## config.mk

```make
export PLATFORM = sky130hd
export DESIGN_NAME = modular_inverse_extended_euclid_top
export DESIGN_NICKNAME = d
export VERILOG_FILES = /design/src/rtl/mie_pkg.sv /design/src/rtl/mie_round.sv /design/src/rtl/modular_inverse_extended_euclid_top.sv
export SDC_FILE = /design/constraint.sdc
export NUM_CORES = 1
export LEC_CHECK = 0
export BUFFER_PORTS_ARGS = -buffer_cell sky130_fd_sc_hd__buf_2
export CAP_MARGIN = 20
export CORE_ASPECT_RATIO = 0.6
export CORE_MARGIN = 3
export CORE_UTILIZATION = 34
export CTS_CLUSTER_SIZE = 14
export DETAILED_ROUTE_END_ITERATION = 16
export PLACE_DENSITY = 0.47
export SYNTH_ARGS = -nofsm -noshare
export SYNTH_HDL_FRONTEND = slang
export SYNTH_SLANG_ARGS = --single-unit
```

## constraint.sdc

```tcl
create_clock -name clk -period 8.8 [get_ports clk]
set_input_delay 0 -clock clk [delete_from_list [all_inputs] [get_ports clk]]
set_output_delay 0 -clock clk [all_outputs]
set_load 0.01 [all_outputs]
```

## src/rtl/mie_pkg.sv

```systemverilog
// Shared constants and types for the modular inverse block.
// No dependencies; imported by mie_round and the top level.
`default_nettype none
package mie_pkg;

  localparam int WIDTH = 16;
  localparam int CNT_W = (WIDTH > 1) ? $clog2(WIDTH) : 1;
  localparam logic [WIDTH-1:0] MODULUS_RESET = WIDTH'(26);

  // request from the sequencer to the round engine
  typedef struct packed {
    logic             start;
    logic [WIDTH-1:0] dividend;
    logic [WIDTH-1:0] divisor;
    logic [WIDTH-1:0] coef;
    logic [WIDTH-1:0] modulus;
  } rnd_req_t;

  // round engine status back to the sequencer
  typedef struct packed {
    logic             done;
    logic [WIDTH-1:0] rem;
    logic [WIDTH-1:0] prod;
  } rnd_res_t;

endpackage
`default_nettype wire

```

## src/rtl/mie_round.sv

```systemverilog
// One Euclid round: bit-serial restoring division, one quotient bit per cycle,
// with the product quotient*coef mod modulus built by Horner. Depends on mie_pkg.
`default_nettype none
module mie_round import mie_pkg::*; (
  input  wire logic     clk,
  input  wire logic     rst_n,
  input  wire rnd_req_t req,
  output rnd_res_t      res
);

  logic             busy_r;
  logic             done_r;
  logic [CNT_W-1:0] cnt_r;
  logic [WIDTH-1:0] dvd_r;
  logic [WIDTH-1:0] rem_r;
  logic [WIDTH-1:0] prod_r;

  logic [WIDTH:0]   sh;
  logic             qbit;
  logic [WIDTH:0]   rem_diff;
  logic [WIDTH-1:0] rem_nxt;
  logic [WIDTH:0]   p2;
  logic [WIDTH:0]   p2m;
  logic [WIDTH:0]   pa;
  logic [WIDTH-1:0] prod_nxt;

  always_comb begin
    sh       = {rem_r, dvd_r[WIDTH-1]};
    qbit     = (sh >= {1'b0, req.divisor});
    rem_diff = sh - {1'b0, req.divisor};
    rem_nxt  = qbit ? rem_diff[WIDTH-1:0] : sh[WIDTH-1:0];
    // double, reduce, add coef on a one bit, reduce again
    p2       = {prod_r, 1'b0};
    p2m      = (p2 >= {1'b0, req.modulus}) ? (p2 - {1'b0, req.modulus}) : p2;
    pa       = p2m + (qbit ? {1'b0, req.coef} : '0);
    prod_nxt = (pa >= {1'b0, req.modulus}) ? WIDTH'(pa - {1'b0, req.modulus})
                                           : pa[WIDTH-1:0];
  end

  always_ff @(posedge clk) begin
    if (!rst_n) begin
      busy_r <= 1'b0;
      done_r <= 1'b0;
      cnt_r  <= '0;
    end else begin
      done_r <= 1'b0;
      if (req.start) begin
        busy_r <= 1'b1;
        cnt_r  <= '0;
      end else if (busy_r) begin
        cnt_r <= cnt_r + CNT_W'(1);
        if (cnt_r == CNT_W'(WIDTH-1)) begin
          busy_r <= 1'b0;
          done_r <= 1'b1;
        end
      end
    end
  end

  always_ff @(posedge clk) begin
    if (req.start) begin
      dvd_r  <= req.dividend;
      rem_r  <= '0;
      prod_r <= '0;
    end else if (busy_r) begin
      dvd_r  <= {dvd_r[WIDTH-2:0], 1'b0};
      rem_r  <= rem_nxt;
      prod_r <= prod_nxt;
    end
  end

  assign res.done = done_r;
  assign res.rem  = rem_r;
  assign res.prod = prod_r;

  a_rem_below_divisor: assert property (@(posedge clk) disable iff (!rst_n)
    done_r |-> rem_r < req.divisor)
    else $error("round remainder not below divisor");

  a_prod_reduced: assert property (@(posedge clk) disable iff (!rst_n)
    done_r && req.modulus != '0 |-> prod_r < req.modulus)
    else $error("round product not reduced");

  a_done_pulse: assert property (@(posedge clk) disable iff (!rst_n)
    done_r |=> !done_r)
    else $error("round done held more than one cycle");

endmodule
`default_nettype wire

```

## src/rtl/modular_inverse_extended_euclid_top.sv

```systemverilog
// Modular inverse by extended Euclid: sequencer, coefficient update, result.
// Depends on mie_pkg and mie_round.
// Each Euclid round is a check state, the bit-serial division in mie_round and a state that
// takes its result; a transaction of k rounds (k <= about 24 at 16 bits) ends in a final
// check that raises the result strobe. busy drops in the strobe cycle, so the next
// transaction can be accepted there; a new one is taken only after the previous result.
// Reset: synchronous active-low rst_n, modulus returns to 26; results cannot be stalled.
`default_nettype none
module modular_inverse_extended_euclid_top import mie_pkg::*; (
  input  wire logic             clk,
  input  wire logic             rst_n,
  input  wire logic             cfg_we,
  input  wire logic [WIDTH-1:0] cfg_wdata,
  input  wire logic             start,
  output logic                  busy,
  input  wire logic [WIDTH-1:0] in_value,
  output logic                  out_valid,
  output logic      [WIDTH-1:0] out_inverse,
  output logic                  out_invertible
);

  typedef enum logic [1:0] {ST_IDLE, ST_CHECK, ST_RUN} state_t;

  state_t           state_r;
  logic [WIDTH-1:0] modulus_r;
  logic [WIDTH-1:0] r_r;
  logic [WIDTH-1:0] nr_r;
  logic [WIDTH-1:0] t_r;
  logic [WIDTH-1:0] nt_r;
  logic             out_valid_r;
  logic [WIDTH-1:0] inverse_r;
  logic             invertible_r;

  rnd_req_t         req;
  rnd_res_t         res;
  logic [WIDTH:0]   t_wrap;
  logic [WIDTH-1:0] t_nxt;

  always_comb begin
    req.start    = (state_r == ST_CHECK) && (nr_r != '0);
    req.dividend = r_r;
    req.divisor  = nr_r;
    req.coef     = nt_r;
    req.modulus  = modulus_r;
    // t - prod mod m, with one wrap by m when it would go negative
    t_wrap = {1'b0, t_r} + {1'b0, modulus_r} - {1'b0, res.prod};
    t_nxt  = (t_r >= res.prod) ? (t_r - res.prod) : t_wrap[WIDTH-1:0];
  end

  mie_round u_round (
    .clk   (clk),
    .rst_n (rst_n),
    .req   (req),
    .res   (res)
  );

  always_ff @(posedge clk) begin
    if (!rst_n) begin
      state_r     <= ST_IDLE;
      modulus_r   <= MODULUS_RESET;
      out_valid_r <= 1'b0;
    end else begin
      out_valid_r <= 1'b0;
      if (cfg_we) begin
        modulus_r <= cfg_wdata;
      end
      case (state_r)
        ST_IDLE: begin
          if (start) begin
            state_r <= ST_CHECK;
          end
        end
        ST_CHECK: begin
          if (nr_r == '0) begin
            state_r     <= ST_IDLE;
            out_valid_r <= 1'b1;
          end else begin
            state_r <= ST_RUN;
          end
        end
        ST_RUN: begin
          if (res.done) begin
            state_r <= ST_CHECK;
          end
        end
        default: state_r <= ST_IDLE;
      endcase
    end
  end

  always_ff @(posedge clk) begin
    case (state_r)
      ST_IDLE: begin
        if (start) begin
          // zero modulus: force an immediate not-invertible answer
          r_r  <= modulus_r;
          nr_r <= (modulus_r == '0) ? '0 : in_value;
          t_r  <= '0;
          nt_r <= (modulus_r == WIDTH'(1)) ? '0 : WIDTH'(1);
        end
      end
      ST_CHECK: begin
        if (nr_r == '0) begin
          invertible_r <= (r_r == WIDTH'(1));
          inverse_r    <= (r_r == WIDTH'(1)) ? t_r : '0;
        end
      end
      ST_RUN: begin
        if (res.done) begin
          t_r  <= nt_r;
          nt_r <= t_nxt;
          r_r  <= nr_r;
          nr_r <= res.rem;
        end
      end
      default: ;
    endcase
  end

  assign busy           = (state_r != ST_IDLE);
  assign out_valid      = out_valid_r;
  assign out_inverse    = inverse_r;
  assign out_invertible = invertible_r;

  a_start_busy: assert property (@(posedge clk) disable iff (!rst_n)
    start && !busy |=> busy)
    else $error("accepted transaction did not raise busy");

  a_zero_when_not_inv: assert property (@(posedge clk) disable iff (!rst_n)
    out_valid && !out_invertible |-> out_inverse == '0)
    else $error("non-invertible result with nonzero inverse");

  a_inverse_reduced: assert property (@(posedge clk) disable iff (!rst_n)
    out_valid && out_invertible |-> out_inverse < modulus_r)
    else $error("inverse not reduced by modulus");

  a_coef_reduced: assert property (@(posedge clk) disable iff (!rst_n)
    state_r == ST_CHECK && modulus_r != '0 |-> t_r < modulus_r && nt_r < modulus_r)
    else $error("coefficient out of range");

endmodule
`default_nettype wire

```

### Yosys cells after proc, flatten, opt, wreduce, memory -nomap -nowiden

Cells that the tools add are included.

| word-level totals | value |
|---|---|
| output and inout port bits | 19 |
| register bits after elaboration | 154 |
| input bits | 36 |

| operators by class | value |
|---|---|
| reduce and logical (&&, ||, !) cells | 14 |
| magnitude comparators | 4 |
| multiplexer cells | 30 |
| bitwise logic cells | 2 |
| add/sub/neg operators | 8 |
| equality and inequality tests | 7 |

Operator list:

| operator | number |
|---|---|
| $mux W16 | 15 |
| $pmux W16 S2 | 4 |
| $sub A16 B16 Y16 | 4 |
| $ge A17 B16 Y1 | 3 |
| $eq A16 B1 Y1 const B | 2 |
| $logic_not A16 Y1 | 2 |
| $add A17 B16 Y17 | 1 |
| $mux W17 | 1 |
| $sub A17 B16 Y17 | 1 |
| $add A16 B16 Y16 | 1 |
| $ge A16 B16 Y1 | 1 |
| $reduce_bool A16 Y1 | 1 |
| $mux W1 | 6 |
| $mux W2 | 3 |
| $pmux W2 S3 | 1 |
| $reduce_and A2 Y1 | 3 |
| $reduce_bool A2 Y1 | 3 |
| $add A4 B1 Y4 const B | 1 |
| $eq A4 B4 Y1 const B | 1 |
| $reduce_and A3 Y1 | 1 |
| $reduce_or A3 Y1 | 1 |
| $eq A2 B1 Y1 const B | 1 |
| $eq A2 B2 Y1 const B | 1 |
| $logic_not A2 Y1 | 1 |
| 5 further kinds | 6 |

### Logic depth before layout (Yosys ltp)

Gate-level depths: netlist (run 1).

| logic depth | value |
|---|---|
| depth in word-level cells | 5 |
| depth in mapped cells | 32 |
| depth with buffers taken out | 28 |

### By module

Synthesis (run 1) repeated with hierarchy kept, for this count alone.

| unflattened totals | value |
|---|---|
| cells, all modules | 1308 |
| area total of the unflattened synthesis | 12084.1 um2 |

Modules (own cells, without submodules):

| module | sequential area each (um2) | cells each | times used | area each (um2) |
|---|---|---|---|---|
| modular_inverse_extended_euclid_top | 2812.7 | 588 | 1 | 6094.6 |
| mie_round | 1241.2 | 720 | 1 | 5989.5 |

### Worst setup path before layout (run 1)

Ideal clock, no wire load.

| timing | value |
|---|---|
| path type | register -> register |
| from | register nr_r[1] |
| to | register u_round.prod_r[15] |
| setup slack | 2.512 ns |
| setup time | 0.132 ns |
| data arrival time | 6.155 ns |
| cell stages (with the launch flop) | 30 |
| path buffers | 3 |
| path through | edfxtp_1 inv_1 ha_1 nor2b_1 o21a_1 o21a_1 o31a_1 o21ai_1 o21ai_1 clkbuf_1 and2_1 ha_1 fa_1 a211o_1 a21oi_4 a21oi_1 a21o_1 a211oi_1 nor3_1 ha_1 a21oi_1 o21ai_0 o21a_1 o41ai_1 o211ai_2 nor3b_2 buf_6 buf_12 mux2i_1 a21oi_1 |

| on the way | value |
|---|---|
| cells in the longest elaborated chain, start to end | 5 |
| elaborated cells between the ends (all ways) | 8 |
| classes of those cells | add/sub (2); order compare (2); mux (2); reduce/logical (2) |

Ends and longest elaborated chain:

| what | RTL line | RTL |
|---|---|---|
| start: declaration | modular_inverse_extended_euclid_top.sv:27 | `logic [WIDTH-1:0] nr_r;` |
| start signal: assignment | modular_inverse_extended_euclid_top.sv:97 | `nr_r <= (modulus_r == '0) ? '0 : in_value;` |
| start signal: assignment | modular_inverse_extended_euclid_top.sv:113 | `nr_r <= res.rem;` |
| $ge A17 B16 Y1 | mie_round.sv:29 | `qbit = (sh >= {1'b0, req.divisor});` |
| $mux W16 | mie_round.sv:35 | `pa = p2m + (qbit ? {1'b0, req.coef} : '0);` |
| $add A17 B16 Y17 | mie_round.sv:35 |  |
| $sub A16 B16 Y16 / $ge A17 B16 Y1 (equally long branches) | mie_round.sv:36 | `prod_nxt = (pa >= {1'b0, req.modulus}) ? WIDTH'(pa - {1'b0, req.modulus})` |
| $mux W16 | mie_round.sv:36 |  |
| end signal: assignment | mie_round.sv:68 | `prod_r <= prod_nxt;` |
| end: declaration | mie_round.sv:16 | `logic [WIDTH-1:0] prod_r;` |

Parallel ways exist; a longest one is shown, timed or not.
A chain may end at the register's enable or synchronous reset.

### Worst setup path after layout (run 1)

| timing | value |
|---|---|
| from | register modulus_r[1] |
| to | register u_round.prod_r[12] |

| on the way | value |
|---|---|
| cells in the longest elaborated chain, start to end | 5 |
| elaborated cells between the ends (all ways) | 7 |
| classes of those cells | add/sub (3); order compare (2); mux (2) |

Ends and longest elaborated chain:

| what | RTL line | RTL |
|---|---|---|
| start: declaration | modular_inverse_extended_euclid_top.sv:25 | `logic [WIDTH-1:0] modulus_r;` |
| start signal: assignment | modular_inverse_extended_euclid_top.sv:65 | `modulus_r <= cfg_wdata;` |
| $sub A17 B16 Y17 / $ge A17 B16 Y1 (equally long branches) | mie_round.sv:34 | `p2m = (p2 >= {1'b0, req.modulus}) ? (p2 - {1'b0, req.modulus}) : p2;` |
| $mux W17 | mie_round.sv:34 |  |
| $add A17 B16 Y17 | mie_round.sv:35 |  |
| $sub A16 B16 Y16 / $ge A17 B16 Y1 (equally long branches) | mie_round.sv:36 |  |
| $mux W16 * | mie_round.sv:36 |  |

Mark *: on every way between the ends. The rest lies on a longest branch, timed or not.

==> reports/results.ini, run 1 <==
[run_status]
status=completed

[route]
wl_per_cell_um=19.40
vias=9190
drt-total-wl_mm=34.72
drt_iter0_drc=740
antenna_left=0
drc_errors=0
via_per_inst=5.137
dr.pass1.iters=5

[global_route]
grt.total_usage_pct=20.02
grt_max_degree=57
use_met3_pct=4.578
busiest_layer=met1
grt_overflow_total=0
grt_pass1_wl_mm=53.11
antenna_found_initial=0
use_met2_pct=24.46
grtUsageMet1_pct=33.82
grt_pass1_vias=8573

[clock_network]
cts_tree=built
cts-htree-levels=4
path_clk_slew_ps=70
cts-root-buf=clkbuf_16
post-cts-setup-buffers=0
clock_latency_ps=450
cts_made_buffers=17
clockBufferDepth=2
cts.sinks=154

[critical_path]
required_ps=9120
worstReg2RegEnd=u_round.prod_r[12]
timing.rr.start=modulus_r[1]
ff2ff_path_depth=27
worstSetupPathType=reg2reg
cp_num_buf_inv=2
critPathLaunchType=flip-flop
worst_path_most_repeated_cell=a21oi_1
end_kind=flip-flop
crit_arrival_ps=7960
critPathMaxFanout=31
r2r_slack_ps=1160
cpMaxStageDelayCell=a21o_1
cpPeakStageDelay_ps=770
cp_top_family=compound AO/OA/AOI/OAI gates

[placement]
io_buffers=54
gp_congestion=0.8702
hpwlAfterDp_mm=26.76

[synth]
synthCells=1246
synth.area.top_cells=edfxtp_1 (26%), ha_1 (11%), dfxtp_1 (10%)
syn_avg_cell_area_um2=9.066
async_flop_share_pct=0
synth_largest_area_cell=edfxtp_1
synth_top_cell_area_share_pct=25.79
synthFlopType=edfxtp_1
ys_warn_count=0
synth_commonest_cells=nand2_1 (122), inv_1 (115), edfxtp_1 (97)
yosysSeqAreaShare_pct=35.89
yosysMostFrequentCell=nand2_1
ys_seq_elements=154
syn_area_um2=11300
ys_types=67
syn_nets=1398
synth_edf_count=97

[finish]
layout-area-overhead-vs-synth_pct=15.10
fin_nets=1478
drive_above_1_share_pct=8.663
antennaDiodeCount=0
final.fill_count=3300

[sta]
fmax_mhz=130.9
worst_slew_pin_slew_ps=957.1
fin_crit_ps=7640
rsz0062_at_grt=false
final.setup_skew_ps=10.53
setup_violations=0
drv_slew=0
hold_viol_final=0
slew_headroom_pct=35.76
setup_tns_ps=0
min_period_over_period_pct=86.81

[job]
maxCapViolCount=0

[die]
dieHeight_um=147.2
die-width_um=241.3
ioPinCount=55
initial_core_util_pct=34.64
dieArea_um2=35520
core_um2=32610
rows=51

[hold_path]
min_from=cfg_we
min_path_cells=3
worstHoldEndpoint=modulus_r[11]
hp-class=in2reg

-- through the flow --
stage                     std cells  hold WS [ps]  cell area (um2)  utilization (%)  setup WS (ps)
after floorplan                1246         130.4            11300                -           2512
after global placement         1720         254.0            12060            36.99           1619
after detailed placement       1720         253.5            12060            36.99           1361
after CTS                      1788         107.9            12980            39.80           1333
after global routing           1789         137.9            13000            39.87          626.3
final                          1789         133.2            13000            39.87           1160
-- cell type report --
type / count / area (um2) / share of cell area (%)
well taps: 450 / 563.0 / 4.331
clock buffers: 17 / 425.4 / 3.272
inverters: 115 / 431.7 / 3.320
clock inverters: 15 / 127.6 / 0.9816
flip-flops and latches: 154 / 4055 / 31.19
multi-input cells: 936 / 6660 / 51.23
repair buffers: 102 / 738.2 / 5.678
-- cell usage in the layout, fill, tap and decap left out, types with 49 or more instances in the layout --
cell type and instances:
xnor2_1 54, buf_2 54, nand2_1 122, mux2i_1 49, a21oi_1 81, dfxtp_1 56, inv_1 115, edfxtp_1 97
nor2_1 78, o21ai_0 78, and2_1 55, ha_1 96
-- metal layers --
metal | up-vias | part of all wire, %
met5 | - | 0
met4 | 0 | 0.95
met3 | 19 | 6.5
met2 | 226 | 35
met1 | 4362 | 57
li1 | 4583 | -
-- cell families (layout without fill, tap and decap cells) --
group | after synthesis | after routing | share of synthesized area (%)
and+or+nand+nor | 400 | 400 | 17.70
AOI/OAI and AO/OA | 291 | 291 | 16.22
buffers and inverters | 156 | 249 | 5.427
DFF | 154 | 154 | 35.89
adders and majority gates | 116 | 116 | 14.18
xor gates and xnor gates | 78 | 78 | 6.048
muxes | 51 | 51 | 4.541
-- worst max path at each step --
stage | startpoint | endpoint | cells after the start
after floorplan | nr_r[1] | u_round.prod_r[15] | 29
after global placement | modulus_r[1] | u_round.prod_r[1] | 27
after detailed placement | modulus_r[1] | u_round.prod_r[11] | 27
after CTS | modulus_r[1] | u_round.prod_r[11] | 27
after global routing | modulus_r[1] | u_round.prod_r[4] | 27
final | modulus_r[1] | u_round.prod_r[12] | 27
-- sequential cells by signal (all words and copies together), names as in the netlist, 4 cells and up --
register / flops
modulus_r: 16
nr_r: 16
nt_r: 16
out_inverse: 16
r_r: 16
t_r: 16
u_round.cnt_r: 4
u_round.dvd_r: 16
u_round.prod_r: 16
u_round.rem_r: 16
-- tightest hold or removal path: stages --
cell and delay (ps):
buf_2 280, mux2i_1 180, nor2b_1 90
-- repair_timing --
action	CTS	global route
hold endpoints to repair	34	0
hold buffers	36	0
resized for setup	0	0
Power of run 1 is not shown: default switching activity piles up to over one toggle a cycle in this logic, so the estimate is an artifact.
==> inputs of run 2 (changes only) <==
CORE_UTILIZATION = 45   (was 34)
PLACE_DENSITY = 0.59   (was 0.47)
SYNTH_HIERARCHICAL = 1   (was default)
TNS_END_PERCENT = 30   (was default)
==> run 2 against run 1 <==
Effect of this change:
- first-iteration DRC count grew 49%
- non-clock buffer count grew 1
- cell count shrank 2.4%
- sequential share of layout area shrank 1.4 points
- routed wire length grew 11%
- largest cell class unchanged
- highest routed layer is now met5
==> reports/results.ini, run 2 <==
[run_status]
status=completed

[critical_path]
worstReg2RegEnd=u_round/prod_r[2]
critPathMaxFanout=16
r2r_slack_ps=1080
ff2ff_path_depth=27
required_ps=9140
timing.rr.start=modulus_r[7]
worstSetupPathType=reg2reg
end_kind=flip-flop
critPathLaunchType=flip-flop
crit_arrival_ps=8060

[global_route]
grt.total_usage_pct=26.78
grt_max_degree=66
grt_pass1_wl_mm=58.12
grt_pass1_vias=9508
antenna_found_initial=0
grt_overflow_total=0

[route]
antenna_left=0
dr.pass1.iters=5
drt_iter0_drc=1106
vias=10120
drc_errors=0
wl_per_cell_um=21.98
via_per_inst=5.798
drt-total-wl_mm=38.37

[finish]
antennaDiodeCount=0
layout-area-overhead-vs-synth_pct=12.57
final_common_cell=inv_1
fin_nets=1535
final_cell_mix=inv_1 (141), ha_1 (97), edfxtp_1 (97)
drive_above_1_share_pct=11.98

[sta]
setup_violations=0
fmax_mhz=129.5
final.setup_skew_ps=10.70
drv_slew=0
slew_headroom_pct=38.05
worst_slew_pin_slew_ps=929.2
setup_tns_ps=0
hold_viol_final=0
rsz0062_at_grt=false
fin_crit_ps=7723
min_period_over_period_pct=87.76

[synth]
yosysSeqAreaShare_pct=33.55
synth_top_cell_area_share_pct=24.10
syn_nets=1461
synth.area.top_cells=edfxtp_1 (24%), ha_1 (10%), dfxtp_1 (9.4%)
syn_avg_cell_area_um2=9.239
ys_types=86
async_flop_share_pct=0
syn_area_um2=12080
synth_edf_count=97
yosysMostFrequentCell=inv_1
ys_seq_elements=154
synth_largest_area_cell=edfxtp_1
synthCells=1308
synth_commonest_cells=inv_1 (141), edfxtp_1 (97), ha_1 (97)
synthFlopType=edfxtp_1
ys_warn_count=6

[clock_network]
cts-root-buf=clkbuf_16
cts_hold_buf=36
clock_latency_ps=460
post-cts-setup-buffers=0
clockBufferDepth=2
ctsResizeCount=0
cts-htree-levels=4
cts_tree=built
cts.sinks=154
path_clk_slew_ps=70
cts_made_buffers=17

[die]
core_um2=25840
rows=45
dieArea_um2=28920
die-width_um=217.6
ioPinCount=55
initial_core_util_pct=46.76
dieHeight_um=132.9

[hold_path]
min_path_cells=3
hp-class=in2reg
worstHoldEndpoint=modulus_r[12]
min_from=cfg_we

[job]
maxCapViolCount=0

[placement]
gp_congestion=0.9689
io_buffers=54
hpwlAfterDp_mm=29.40

==> run 2: per-stage QoR <==
step	cell area [um2]	utilization, %	instances	setup WS [ps]	hold slack (ps)
6_report	13600	52.64	1746	1077	157.2
5_1_grt	13600	52.64	1746	538.6	169.8
4_1_cts	13600	52.61	1745	872.3	119.6
3_5_place_dp	12690	49.09	1678	903.6	265.3
3_3_place_gp	12690	49.09	1678	1171	262.8
2_1_floorplan	12080	-	1308	2586	117.5
==> run 2: cell families after synthesis <==
kind of cell	Yosys count	synth area share, %
XOR/XNOR	79	5.788
multiplexers	69	6.047
AND/OR/NAND/NOR	373	16.00
adder cells (fa/ha/maj)	117	13.36
flip-flops	154	33.55
buffers and inverters	189	6.212
AO/OA/AOI/OAI	327	19.05
==> run 2: worst max-delay path by stage <==
stage / from / end / slack [ps]
6_report: modulus_r[7] / u_round/prod_r[2] / 1080
2_1_floorplan: modulus_r[6] / u_round/prod_r[15] / 2590
4_1_cts: modulus_r[7] / u_round/prod_r[0] / 870
3_5_place_dp: modulus_r[7] / u_round/prod_r[0] / 900
3_3_place_gp: modulus_r[7] / u_round/prod_r[0] / 1170
5_1_grt: modulus_r[7] / u_round/prod_r[2] / 540
==> run 2: critical path: stages (launching register included) <==
cell and delay (ps):
dfxtp_1 390, inv_1 100, ha_1 360, and3_1 240, a221o_1 330, a31o_2 250, o311ai_2 310, a21bo_2 210
nand2b_1 110, a21oi_4 510, mux2_2 430, fa_1 460, a211oi_2 230, o21ai_0 210, a31oi_1 370, o21bai_1 100
a21oi_1 180, xnor2_1 210, ha_1 350, a21o_1 190, a21oi_1 210, o21ai_0 170, nor4b_1 420, o31ai_2 160
buf_4 210, inv_1 280, nand2_1 250, a311o_1 360
==> run 2: final cells by class <==
| class | instances | area (um2) |
|---|---|---|
| inverter | 141 | 529.3 |
| timing repair buffer | 103 | 728.2 |
| tap | 352 | 440.4 |
| clock inverter | 13 | 110.1 |
| fill | 2357 | 12240 |
| multi-input combinational | 965 | 7301 |
| sequential | 154 | 4055 |
| clock buffer | 18 | 439.2 |
==> run 2: layer usage <==
metal / track usage [%] / share of wire [%]
met5: 3.667 / 0.38
met4: 7.275 / 1.5
met3: 8.538 / 10
met2: 33.85 / 37
met1: 42.11 / 51
Power of run 2 is left out for the same reason.
==> inputs of run 3 (changes only) <==
CORE_MARGIN = default   (was 3)
PLACE_DENSITY = 0.68   (was 0.59)
==> run 3 against run 2 <==
Effect of this change:
- register-to-register slack better by 210 ps
- clock-buffer cell count stayed put
- hold slack lost 56 ps
- clock skew grew 1.5 ps
- die area shrank 4.8%
- sequential share of layout area fell by 0.16 points
- design area is 0.53% higher
- critical path depth fell by 1
- maximum frequency rose by 2.8%
==> reports/results.ini, run 3 (synthesis gave the netlist of run 2 again) <==
[run_status]
status=completed

[route]
via_per_inst=5.874
vias=10300
drt_iter0_drc=1288
drc_errors=0
antenna_left=0
drt-total-wl_mm=36.63
dr.pass1.iters=6
wl_per_cell_um=20.90

[hold_path]
min_from=start
hp-class=in2reg
worstHoldEndpoint=nr_r[8]
min_path_cells=3

[sta]
drv_slew=0
rsz0062_at_grt=false
hold_ws_ps=101.4
min_period_over_period_pct=85.37
final.setup_skew_ps=12.16
slew_headroom_pct=37.33
worst_slew_pin_slew_ps=940.1
setup_violations=0
fmax_mhz=133.1
hold_viol_final=0
fin_crit_ps=7513
setup_tns_ps=0

[global_route]
antenna_found_initial=3
grt_overflow_total=0
grt_max_degree=61
grt.total_usage_pct=27.67
grt_pass1_vias=9529
grt_pass1_wl_mm=56.46

[clock_network]
clockBufferDepth=2
clock_latency_ps=450
post-cts-setup-buffers=0
path_clk_slew_ps=70
ctsResizeCount=0
cts.sinks=154
cts-htree-levels=4
cts-root-buf=clkbuf_16
cts_made_buffers=17
cts_tree=built
cts_hold_buf=37

[placement]
io_buffers=54
gp_congestion=0.9905
hpwlAfterDp_mm=28.17

[finish]
fin_nets=1532
layout-area-overhead-vs-synth_pct=13.17
drive_above_1_share_pct=11.71
final_cell_mix=inv_1 (141), ha_1 (97), edfxtp_1 (97)
final_common_cell=inv_1

[critical_path]
crit_arrival_ps=7850
r2r_slack_ps=1290
end_kind=flip-flop
required_ps=9140
timing.rr.start=modulus_r[7]
worstReg2RegEnd=u_round/prod_r[2]
critPathMaxFanout=16
ff2ff_path_depth=26
critPathLaunchType=flip-flop
worstSetupPathType=reg2reg

[die]
core_um2=26420
rows=46
die-width_um=213.6
ioPinCount=55
dieHeight_um=128.9
initial_core_util_pct=45.74
dieArea_um2=27530

[job]
maxCapViolCount=0

==> run 3: cell type report <==
cell class	instances	area, um2
clock inverters	14	200.2
clock buffers	18	429.2
diodes	1	2.502
fillers	2449	12740
inverters	141	529.3
repair buffers	100	708.2
well taps	360	450.4
multi-input cells	965	7301
flip-flops and latches	154	4055
==> run 3: worst max-delay path by stage <==
stage / from / endpoint / slack [ps]
6_report: modulus_r[7] / u_round/prod_r[2] / 1290
2_1_floorplan: modulus_r[6] / u_round/prod_r[15] / 2590
3_5_place_dp: modulus_r[7] / u_round/prod_r[0] / 950
5_1_grt: modulus_r[7] / u_round/prod_r[2] / 820
3_3_place_gp: modulus_r[7] / u_round/prod_r[0] / 1220
4_1_cts: modulus_r[7] / u_round/prod_r[0] / 880
==> run 3: critical path, stage by stage, from the launching register on <==
cell,delay (ps)
dfxtp_1,400
inv_1,90
ha_1,360
and3_1,230
a221o_1,320
a31o_2,270
o311ai_2,320
a21bo_2,220
nand2b_1,110
a21oi_4,480
mux2_2,430
fa_1,460
a211oi_2,240
o21ai_0,200
a31oi_1,350
o21bai_1,120
a21oi_1,190
xnor2_1,190
ha_1,330
a21o_1,190
a21oi_1,210
o21ai_0,150
nor4b_1,420
o31ai_2,190
inv_1,320
nand2_1,240
a311o_1,350
==> run 3: per-stage QoR <==
stage               worst slack, ps  instances  util, %  instance area [um2]
floorplan                      2586       1308        -                12080
global placement               1220       1681    47.92                12660
detailed placement            947.0       1681    47.92                12660
CTS                           883.4       1750    51.70                13660
global route                  815.8       1752    51.76                13670
finish                         1287       1753    51.77                13680
==> run 3: per-layer routing <==
layer  routed length, um  GRT usage [%]  vias to the layer above
li1                    -              -                     4862
met1               18190          44.01                     4939
met2               13750          36.06                      469
met3                4269          7.713                       27
met4                 420          5.504                        0
met5                   0              0                        -
Power of run 3 is left out for the same reason.
